## config.mk

```make
export PLATFORM = sky130hd
export DESIGN_NAME = adpcm_block_sample_decoder_core
export DESIGN_NICKNAME = d
export VERILOG_FILES = /design/src/design/adbd_pkg.sv /design/src/design/adbd_state_ram.sv /design/src/design/adbd_decode_unit.sv /design/src/design/adpcm_block_sample_decoder_core.sv
export VERILOG_INCLUDE_DIRS = /design/src /design/src/design
export SDC_FILE = /design/constraint.sdc
export NUM_CORES = 2
export LEC_CHECK = 0
export BUFFER_PORTS_ARGS = -buffer_cell sky130_fd_sc_hd__buf_2
export CAP_MARGIN = 20
export CORE_ASPECT_RATIO = 1.5
export CORE_MARGIN = 1.5
export CORE_UTILIZATION = 45
export CTS_BUF_LIST = sky130_fd_sc_hd__clkbuf_8 sky130_fd_sc_hd__clkbuf_16
export DETAILED_ROUTE_END_ITERATION = 8
export PLACE_DENSITY = 0.63
export SYNTH_ARGS = -nofsm -noshare
export SYNTH_HDL_FRONTEND = slang
export SYNTH_SLANG_ARGS = --single-unit
```

## constraint.sdc

```tcl
create_clock -name clk -period 17.48 [get_ports clk]
set_clock_uncertainty 0.05 [all_clocks]
set_input_delay 5.244 -clock clk [delete_from_list [all_inputs] [get_ports clk]]
set_output_delay 5.244 -clock clk [all_outputs]
set_load 0.01 [all_outputs]
```

## src/design/assert_macros.svh

```systemverilog
// Assertion macros shared by the ADPCM block decoder modules.
// Defining NO_ASSERTIONS turns every use into an empty statement.
`ifndef ASSERT_MACROS_SVH
`define ASSERT_MACROS_SVH

`ifndef NO_ASSERTIONS

// The consequent must hold in the same cycle as the antecedent.
`define ADBD_ASSERT_IMP(lbl, clk, rstn, ante, cons) \
	lbl: assert property (@(posedge clk) disable iff (!rstn) (ante) |-> (cons)) \
		else $error("assertion failed: same-cycle implication");

// The consequent must hold in the cycle after the antecedent.
`define ADBD_ASSERT_NEXT(lbl, clk, rstn, ante, cons) \
	lbl: assert property (@(posedge clk) disable iff (!rstn) (ante) |=> (cons)) \
		else $error("assertion failed: next-cycle implication");

`else

`define ADBD_ASSERT_IMP(lbl, clk, rstn, ante, cons)
`define ADBD_ASSERT_NEXT(lbl, clk, rstn, ante, cons)

`endif

`endif

```

## src/design/adbd_pkg.sv

```systemverilog
// Types, constants and the sample arithmetic of the ADPCM block decoder.
// Used by every module of the block; depends on nothing else.
`timescale 1ns / 1ps

package adbd_pkg;

	localparam int VOICES   = 24;
	localparam int VOICE_W  = 5;
	localparam int VOICE_AW = (VOICES > 1) ? $clog2(VOICES) : 1;

	localparam logic [3:0] POS_HEADER = 4'd0;
	localparam logic [3:0] POS_FLAGS  = 4'd1;
	localparam logic [3:0] POS_FIRST_DATA = 4'd2;

	localparam logic [3:0] SHIFT_MAX     = 4'd12;
	localparam logic [3:0] SHIFT_FALLBACK = 4'd9;
	localparam logic [2:0] FILTER_MAX    = 3'd4;
	localparam logic [4:0] LAST_INDEX    = 5'd27;

	localparam logic signed [20:0] SAMPLE_MAX = 21'sd32767;
	localparam logic signed [20:0] SAMPLE_MIN = -21'sd32768;

	// Per-voice state, one memory entry.
	typedef struct packed {
		logic signed [15:0] h1;
		logic signed [15:0] h2;
		logic [3:0]         shift;
		logic [2:0]         filter;
		logic [2:0]         flags;
		logic [3:0]         pos;
	} state_t;

	typedef struct packed {
		logic                en;
		logic [VOICE_AW-1:0] voice;
		state_t              data;
	} wr_t;

	function automatic logic signed [7:0] coef_pos(input logic [2:0] fi);
		logic signed [7:0] c;
		case (fi)
			3'd1:    c = 8'sd60;
			3'd2:    c = 8'sd115;
			3'd3:    c = 8'sd98;
			3'd4:    c = 8'sd122;
			default: c = 8'sd0;
		endcase
		return c;
	endfunction

	function automatic logic signed [7:0] coef_neg(input logic [2:0] fi);
		logic signed [7:0] c;
		case (fi)
			3'd2:    c = -8'sd52;
			3'd3:    c = -8'sd55;
			3'd4:    c = -8'sd60;
			default: c = 8'sd0;
		endcase
		return c;
	endfunction

	// One sample: scaled nibble plus the filtered prediction, clamped to 16 bits.
	function automatic logic signed [15:0] decode_sample(
		input logic signed [15:0] h1,
		input logic signed [15:0] h2,
		input logic [3:0]         sh,
		input logic [2:0]         fi,
		input logic [3:0]         nib
	);
		logic signed [16:0] t;
		logic signed [25:0] acc;
		logic signed [25:0] biased;
		logic signed [19:0] pred;
		logic signed [20:0] sum;
		logic signed [15:0] res;
		t = $signed({{13{nib[3]}}, nib}) <<< (SHIFT_MAX - sh);
		acc = 26'(h1) * 26'(coef_pos(fi)) + 26'(h2) * 26'(coef_neg(fi)) + 26'sd32;
		// Division by 64 rounds toward zero, so negative values get a bias first.
		biased = acc + (acc[25] ? 26'sd63 : 26'sd0);
		pred = 20'(biased >>> 6);
		sum = 21'(t) + 21'(pred);
		if (sum > SAMPLE_MAX) begin
			res = 16'sh7FFF;
		end else if (sum < SAMPLE_MIN) begin
			res = 16'sh8000;
		end else begin
			res = sum[15:0];
		end
		return res;
	endfunction

endpackage

```

## src/design/adbd_state_ram.sv

```systemverilog
// Per-voice state memory of the ADPCM block decoder: one read and one write
// port, registered read, valid bits for reset and write forwarding. Uses adbd_pkg.
`timescale 1ns / 1ps
`include "assert_macros.svh"

module adbd_state_ram
	import adbd_pkg::*;
(
	input  logic                clk,
	input  logic                arst_n,
	input  logic                rd_en,
	input  logic [VOICE_AW-1:0] rd_voice,
	output state_t              rd_state,
	input  wr_t                 wr
);

	state_t              mem [VOICES];
	logic [VOICES-1:0]   vld_q;
	state_t              rd_data_q;
	logic                rd_vld_q;
	logic [VOICE_AW-1:0] rd_voice_q;
	state_t              fwd_data_q;
	logic [VOICE_AW-1:0] fwd_voice_q;
	logic                fwd_vld_q;

	always_ff @(posedge clk) begin
		if (wr.en) begin
			mem[wr.voice] <= wr.data;
		end
		if (rd_en) begin
			rd_data_q  <= mem[rd_voice];
			rd_voice_q <= rd_voice;
		end
		if (wr.en) begin
			fwd_data_q  <= wr.data;
			fwd_voice_q <= wr.voice;
		end
	end

	always_ff @(posedge clk or negedge arst_n) begin
		if (!arst_n) begin
			vld_q     <= '0;
			rd_vld_q  <= 1'b0;
			fwd_vld_q <= 1'b0;
		end else begin
			if (wr.en) begin
				vld_q[wr.voice] <= 1'b1;
				fwd_vld_q       <= 1'b1;
			end
			if (rd_en) begin
				rd_vld_q <= vld_q[rd_voice];
			end
		end
	end

	// A write in the same cycle as the read is not seen by the array output,
	// so the most recent write is kept aside and wins on a voice match.
	always_comb begin
		if (fwd_vld_q && (fwd_voice_q == rd_voice_q)) begin
			rd_state = fwd_data_q;
		end else if (rd_vld_q) begin
			rd_state = rd_data_q;
		end else begin
			rd_state = '0;
		end
	end

	`ADBD_ASSERT_NEXT(a_fwd_tracks_write, clk, arst_n, wr.en, fwd_vld_q && (fwd_voice_q == $past(wr.voice)))
	`ADBD_ASSERT_NEXT(a_write_sets_valid, clk, arst_n, wr.en, vld_q[$past(wr.voice)])
	`ADBD_ASSERT_IMP(a_fwd_implies_written, clk, arst_n, fwd_vld_q, vld_q[fwd_voice_q])

endmodule

```

## src/design/adbd_decode_unit.sv

```systemverilog
// Two-phase decode unit: reads the voice state, decodes one sample per phase
// through a shared multiply-accumulate, writes the state back. Uses adbd_pkg.
`timescale 1ns / 1ps
`include "assert_macros.svh"

module adbd_decode_unit
	import adbd_pkg::*;
(
	input  logic               clk,
	input  logic               arst_n,
	input  logic               ld,
	input  logic [VOICE_W-1:0] ld_voice,
	input  logic [7:0]         ld_byte,
	input  logic               ld_start,
	output logic               ready,
	input  state_t             rd_state,
	output wr_t                wr,
	output logic               m_tvalid,
	input  logic               m_tready,
	output logic [31:0]        m_tdata,  // voice_out[4:0], sample[20:5], sample_index[25:21]
	output logic               m_tlast,
	output logic [7:0]         m_tuser   // block_end, loop start, loop end, loop repeat, stop
);

	typedef enum logic [2:0] {
		PH_IDLE   = 3'b001,
		PH_FIRST  = 3'b010,
		PH_SECOND = 3'b100
	} phase_t;

	phase_t             ph_q;
	logic [VOICE_W-1:0] voice_s1;
	logic [7:0]         byte_s1;
	logic               start_s1;
	state_t             wk_q;
	logic               wk_data_q;

	logic               m_tvalid_q;
	logic [VOICE_W-1:0] out_voice_q;
	logic signed [15:0] out_sample_q;
	logic [4:0]         out_idx_q;
	logic               out_last_q;
	logic [2:0]         out_flags_q;

	logic [3:0]         pos_eff;
	logic               is_data;
	state_t             wk_d;
	state_t             op;
	logic [3:0]         nib;
	logic signed [15:0] smp;
	logic               out_free;
	logic               adv_first;
	logic               adv_second;
	logic               out_load;
	logic [3:0]         data_pos;

	always_comb begin
		pos_eff = start_s1 ? POS_HEADER : rd_state.pos;
		is_data = (pos_eff != POS_HEADER) && (pos_eff != POS_FLAGS);

		if (ph_q == PH_SECOND) begin
			op  = wk_q;
			nib = byte_s1[7:4];
		end else begin
			op  = rd_state;
			nib = byte_s1[3:0];
		end
		smp = decode_sample(op.h1, op.h2, op.shift, op.filter, nib);

		wk_d = rd_state;
		if (pos_eff == POS_HEADER) begin
			wk_d.shift  = (byte_s1[3:0] > SHIFT_MAX) ? SHIFT_FALLBACK : byte_s1[3:0];
			wk_d.filter = (byte_s1[6:4] > FILTER_MAX) ? FILTER_MAX : byte_s1[6:4];
			wk_d.pos    = POS_FLAGS;
		end else if (pos_eff == POS_FLAGS) begin
			wk_d.flags = byte_s1[2:0];
			wk_d.pos   = POS_FIRST_DATA;
		end else begin
			wk_d.h2 = rd_state.h1;
			wk_d.h1 = smp;
		end

		out_free   = !m_tvalid_q || m_tready;
		adv_first  = !is_data || out_free;
		adv_second = !wk_data_q || out_free;
		out_load   = ((ph_q == PH_FIRST) && is_data && out_free) ||
			((ph_q == PH_SECOND) && wk_data_q && out_free);
		ready      = (ph_q == PH_IDLE) || ((ph_q == PH_SECOND) && adv_second);

		wr.en    = (ph_q == PH_SECOND) && adv_second;
		wr.voice = voice_s1[VOICE_AW-1:0];
		wr.data  = wk_q;
		if (wk_data_q) begin
			wr.data.h2  = wk_q.h1;
			wr.data.h1  = smp;
			wr.data.pos = wk_q.pos + 4'd1;
		end

		data_pos = op.pos - POS_FIRST_DATA;
	end

	always_ff @(posedge clk or negedge arst_n) begin
		if (!arst_n) begin
			ph_q <= PH_IDLE;
		end else begin
			unique case (ph_q)
				PH_IDLE: begin
					if (ld) ph_q <= PH_FIRST;
				end
				PH_FIRST: begin
					if (adv_first) ph_q <= PH_SECOND;
				end
				PH_SECOND: begin
					if (adv_second) ph_q <= ld ? PH_FIRST : PH_IDLE;
				end
				default: ph_q <= PH_IDLE;
			endcase
		end
	end

	always_ff @(posedge clk) begin
		if (ld) begin
			voice_s1 <= ld_voice;
			byte_s1  <= ld_byte;
			start_s1 <= ld_start;
		end
		if ((ph_q == PH_FIRST) && adv_first) begin
			wk_q      <= wk_d;
			wk_data_q <= is_data;
		end
		if (out_load) begin
			out_voice_q  <= voice_s1;
			out_sample_q <= smp;
			out_idx_q    <= {data_pos, ph_q == PH_SECOND};
			out_last_q   <= (ph_q == PH_SECOND);
			out_flags_q  <= op.flags;
		end
	end

	always_ff @(posedge clk or negedge arst_n) begin
		if (!arst_n) begin
			m_tvalid_q <= 1'b0;
		end else if (out_load) begin
			m_tvalid_q <= 1'b1;
		end else if (m_tready) begin
			m_tvalid_q <= 1'b0;
		end
	end

	assign m_tvalid = m_tvalid_q;
	assign m_tdata  = {6'd0, out_idx_q, out_sample_q, out_voice_q};
	assign m_tlast  = out_last_q;
	assign m_tuser  = {3'd0,
		out_flags_q[0] && !out_flags_q[1],
		out_flags_q[1],
		out_flags_q[0],
		out_flags_q[2],
		out_idx_q == LAST_INDEX};

	`ADBD_ASSERT_IMP(a_no_accept_in_first, clk, arst_n, ph_q == PH_FIRST, !ready)
	`ADBD_ASSERT_IMP(a_index_in_range, clk, arst_n, m_tvalid_q, out_idx_q <= LAST_INDEX)
	`ADBD_ASSERT_IMP(a_block_end_is_high, clk, arst_n, m_tvalid_q && (out_idx_q == LAST_INDEX), out_last_q)
	`ADBD_ASSERT_NEXT(a_low_then_high, clk, arst_n, (ph_q == PH_FIRST) && is_data && out_free, (ph_q == PH_SECOND) && m_tvalid_q && !out_last_q)

endmodule

```

## src/design/adpcm_block_sample_decoder_core.sv

```systemverilog
// Multi-voice block ADPCM decoder top level. Depends on adbd_pkg, adbd_state_ram
// and adbd_decode_unit.
`timescale 1ns / 1ps

// Takes one block byte per input word, tagged with a voice, and returns two
// 16-bit samples per data byte (low nibble first, tlast on the second); header
// and flag bytes update the voice and return nothing, and words for voices at
// or above the voice count are taken and dropped. Every in-range word passes through
// the decode unit's first and second phases, one per pass through its shared
// multiply-accumulate; a new word is taken in the cycle the previous one writes its
// state back, and neither phase moves on while a data sample waits on the output.
// Voice state lives in one memory with a registered read; after reset every voice
// reads as zero through per-entry valid bits, so no clearing pass is needed.
module adpcm_block_sample_decoder_core
	import adbd_pkg::*;
(
	input  logic        clk,
	input  logic        arst_n,
	input  logic        s_tvalid,
	output logic        s_tready,
	input  logic [15:0] s_tdata,   // voice[4:0], data_byte[12:5]
	input  logic [0:0]  s_tuser,   // block_start[0]
	output logic        m_tvalid,
	input  logic        m_tready,
	output logic [31:0] m_tdata,   // voice_out[4:0], sample[20:5], sample_index[25:21]
	output logic        m_tlast,   // last
	output logic [7:0]  m_tuser    // block_end, loop start, loop end, loop repeat, stop_voice
);

	logic [VOICE_W-1:0] in_voice;
	logic               in_range;
	logic               ld;
	state_t             rd_state;
	wr_t                wr;

	assign in_voice = s_tdata[VOICE_W-1:0];
	assign in_range = {1'b0, in_voice} < (VOICE_W + 1)'(VOICES);
	assign ld       = s_tvalid && s_tready && in_range;

	adbd_state_ram u_ram (
		.clk      (clk),
		.arst_n   (arst_n),
		.rd_en    (ld),
		.rd_voice (in_voice[VOICE_AW-1:0]),
		.rd_state (rd_state),
		.wr       (wr)
	);

	adbd_decode_unit u_dec (
		.clk      (clk),
		.arst_n   (arst_n),
		.ld       (ld),
		.ld_voice (in_voice),
		.ld_byte  (s_tdata[12:5]),
		.ld_start (s_tuser[0]),
		.ready    (s_tready),
		.rd_state (rd_state),
		.wr       (wr),
		.m_tvalid (m_tvalid),
		.m_tready (m_tready),
		.m_tdata  (m_tdata),
		.m_tlast  (m_tlast),
		.m_tuser  (m_tuser)
	);

endmodule

```

==> results.txt <==
- Run status: finished, final reports clean
- In the synthesized netlist, the number of instances is 3756.
- Compound-cell area share of the yosys netlist: 0.0414
- Busiest metal layer after global routing: met2
- I/O pin count: 64
- Area of the die: 0.140 mm^2
- Initial antenna violation count: 2
- Number of hold-repair buffers added at the cts stage: 0
- Dpl hpwl: 95100 um
- The tightest min-delay check is of the flop to flop type.
* Proportion of synthesized area in mux cells: 0.139
* Clock Root Buffer: sky130_fd_sc_hd__clkbuf_16
* Wire length of the first global-routing pass: 222000 um
* Clock tree from TritonCTS: built
- For this configuration, the core starts out at a cell density of 0.453.
- The synthesized design contains 1291 enable-type register cells.
* Avg Cell Area, Syn: 16.5 um^2
- Critical-path top delay cell: sky130_fd_sc_hd__nand3_2
* TritonRoute pass-1 iters: 5
* Number of buffers inserted to repair setup after CTS: 0
- Vias in the first global route: 34371
- Gates resized during post-CTS repair numbered 0.
* Number of remaining DRC errors: 0
* Total global routing overflow: 0
- 1st-iter DRT viols: 2909
* Share of synthesized flip-flops with an asynchronous set or reset: 0.0227
* Met2 Usage GRT: 0.383
* Maximum number of pins on one net before global-route repair: 100
* Cell Area, Synth: 0.0618 mm^2
* Ratio of cells with drive above 1 in the final layout: 0.194
* Yosys warning total: 0
* Sequential share of the synthesized area: 0.639
- Vias/cell: 5.78
- Maximum buffer depth of the clock tree: 3
* Total clock sinks: 1321
- The detailed router placed 33024 vias in this run.
* Area share of fa/ha/maj cells after synthesis: 0.0847
- In the finished design, the share of the clock period the worst path needs comes to 0.858.
- Achievable clock frequency: 66.7 MHz
- Clock-pin slew was measured on the worst setup and hold paths at 0.06 ns.
- Counting flops and latches in the post-synthesis netlist gives 1321.
- Die H: 457 um
* Share of the synthesized netlist area taken by xor and xnor gates: 0.0139
- RSZ-0062 raised after global routing: no
* GPL Wtd Cong: 0.926
- The netlist uses 91 different library cells.
- Met1 GRT Util: 0.273
- Layout Nets: 4208
- Total routing resource utilization after global routing: 0.217
- Antenna violation net count after detailed routing: 0
- Along the worst path, the maximum fanout reaches 44.
- The die is 306 um wide.
- In this run the core area contains 166 standard-cell rows.
- Counting stages on the worst path, the most repeated cell is sky130_fd_sc_hd__a21oi_1.
* Total negative slack for setup checks: 0 ns
- In this design, the stage delay of the slowest critical-path cell is 0.66 ns.
- Counting I/O delays and the setup requirement, the final critical path takes 14.99 ns.
- Number of port buffers: 51
- Required @ worst endpoint: 17.78 ns
- Routed wire length: 150000 um
- The worst setup path is launched from a flop.
- The count of endpoints failing hold in the final timing report came to 0.
- The number of clock buffers added by TritonCTS is 114.
- At the later pin of the worst-skew pair, clock insertion delay measures 0.78 ns.
* Clock H-tree levels: 3
* Main combinational cell family by area after synthesis: multiplexers
* Final setup violation count: 0
- Normalized max-slew margin: 0.227
* Mean routed wirelength per cell: 26.2 um
- For this run, global-route usage on met3 was measured as 0.0229.
- From synthesis to final layout, the design area changed by 10.5%.
- For the pin with the worst max-slew slack, the measured transition is 1.16 ns.
- Core area: 0.136 mm^2
* Reported max-cap violation count: 0
- Of the total synthesized cell area, the portion taken by AND, OR, NAND and NOR gates is 0.0553.
- Among all flip-flop cells after synthesis, the most frequent one is sky130_fd_sc_hd__edfxtp_1.
- Data on the critical path arrives at its endpoint at 15.29 ns.
- Category of the most critical setup path: flop to flop
* Critical path capture point type: flop
* Max-slew violation total from the final report: 0
## layer usage
| layer | wire length, um | vias up |
|---|---|---|
| met3 | 6660 | 230 |
| met5 | 0 | - |
| met2 | 77400 | 900 |
| met4 | 5540 | 0 |
| met1 | 60000 | 17390 |
| li1 | - | 14504 |
## synthesized netlist by cell type, drive strengths merged, types with 6 or more instances
cell	count	area share
and3	40	0.0041
a31oi	21	0.0021
mux2i	90	0.015
and2	30	0.0030
nor2b	18	0.0018
clkbuf	112	0.0070
mux2	24	0.0044
mux4	329	0.12
a311oi	6	0.00085
nand2	139	0.0084
a21o	36	0.0045
ha	196	0.040
nand2b	22	0.0022
inv	257	0.016
a21boi	7	0.0010
or2	37	0.0037
a21oi	193	0.016
edfxtp	1291	0.63
a211oi	14	0.0017
nand3	47	0.0038
xor2	36	0.0051
dfrtp	29	0.012
o21ai	71	0.0059
nor2	302	0.018
o21a	21	0.0026
nand4	7	0.00081
buf	52	0.0041
or3	19	0.0019
nor3	30	0.0024
fa	139	0.045
xnor2	62	0.0088
## metrics by stage
step	hold slack [ns]	instances	setup WS, ns	instance area, um^2	utilization
5_1_grt	0.431	5709	1.30	68300	0.501
6_report	0.418	5710	2.49	68300	0.501
3_5_place_dp	0.402	5498	2.54	64600	0.473
3_3_place_gp	0.397	5495	2.55	64500	0.473
2_1_floorplan	0.384	3764	5.30	61900	-
4_1_cts	0.417	5706	2.46	68300	0.500
## final timing paths
kind / startpoint / endpoint / slack [ns] / cells after the start
setup reg to reg: u_dec.voice_s1[4] / u_ram.mem[11][39] / 2.49 / 53
min in group asynchronous: arst_n / u_ram.vld_q[21] / 4.48 / 1
setup / recovery: u_dec.voice_s1[4] / u_ram.mem[11][39] / 2.49 / 53
hold / removal: u_ram.vld_q[0] / u_ram.vld_q[0] / 0.42 / 1
hold reg to reg: u_ram.vld_q[0] / u_ram.vld_q[0] / 0.42 / 1
max in group asynchronous: arst_n / u_ram.rd_vld_q / 12.36 / 1
## final cells by class
cell class / instances / area [um^2]
sequential: 1321 / 39500
inverter: 257 / 965
timing repair buffer: 136 / 980
multi-input combinational: 2022 / 20900
fill: 11170 / 68100
clock inverter: 90 / 808
tap: 1764 / 2210
clock buffer: 118 / 2920
antenna: 2 / 5.00
## registers in the layout (all words and copies together) (netlist names), 8 cells and up
register	flops
u_ram.rd_data_q	46
u_ram.mem	1104
u_dec.out_sample_q	16
u_dec.wr	10
u_ram.vld_q	24
u_dec.byte_s1	8
u_dec.wk_q	36
u_ram.fwd_data_q	46
## logic make-up after synthesis
logic type                 after synthesis
DFF                                   1321
and+or+nand+nor                        723
adders and majority gates              335
muxes                                  443
AOI/OAI and AO/OA                      414
xor gates and xnor gates                98
other                                    1
buffers and inverters                  421
## cell usage in the layout (no fill, tap or decap), types with 38 or more instances in the layout
cell	netlist	layout
sky130_fd_sc_hd__a21oi_1	191	185
sky130_fd_sc_hd__and3_1	39	38
sky130_fd_sc_hd__buf_2	8	47
sky130_fd_sc_hd__buf_4	11	80
sky130_fd_sc_hd__clkbuf_16	0	115
sky130_fd_sc_hd__edfxtp_1	1291	1291
sky130_fd_sc_hd__fa_1	139	139
sky130_fd_sc_hd__ha_1	196	196
sky130_fd_sc_hd__inv_1	256	272
sky130_fd_sc_hd__mux2i_1	90	90
sky130_fd_sc_hd__mux4_2	329	329
sky130_fd_sc_hd__nand2_1	139	139
sky130_fd_sc_hd__nand3_1	47	46
sky130_fd_sc_hd__nor2_1	302	276
sky130_fd_sc_hd__o21ai_0	67	67
sky130_fd_sc_hd__xnor2_1	62	62
## critical path, delay by kind of cell, from the launching register on
family / cells / cell delay [ns]
flip-flops: 1 / 0.53
XOR/XNOR: 3 / 0.53
AND/OR/NAND/NOR: 12 / 3.25
adder cells (fa/ha/maj): 8 / 2.99
buffers and inverters: 6 / 1.15
AO/OA/AOI/OAI: 24 / 6.02
Power is left out: the tool's default activity adds up to more than one toggle a clock period on the data nets, which glitch-free logic cannot reach.
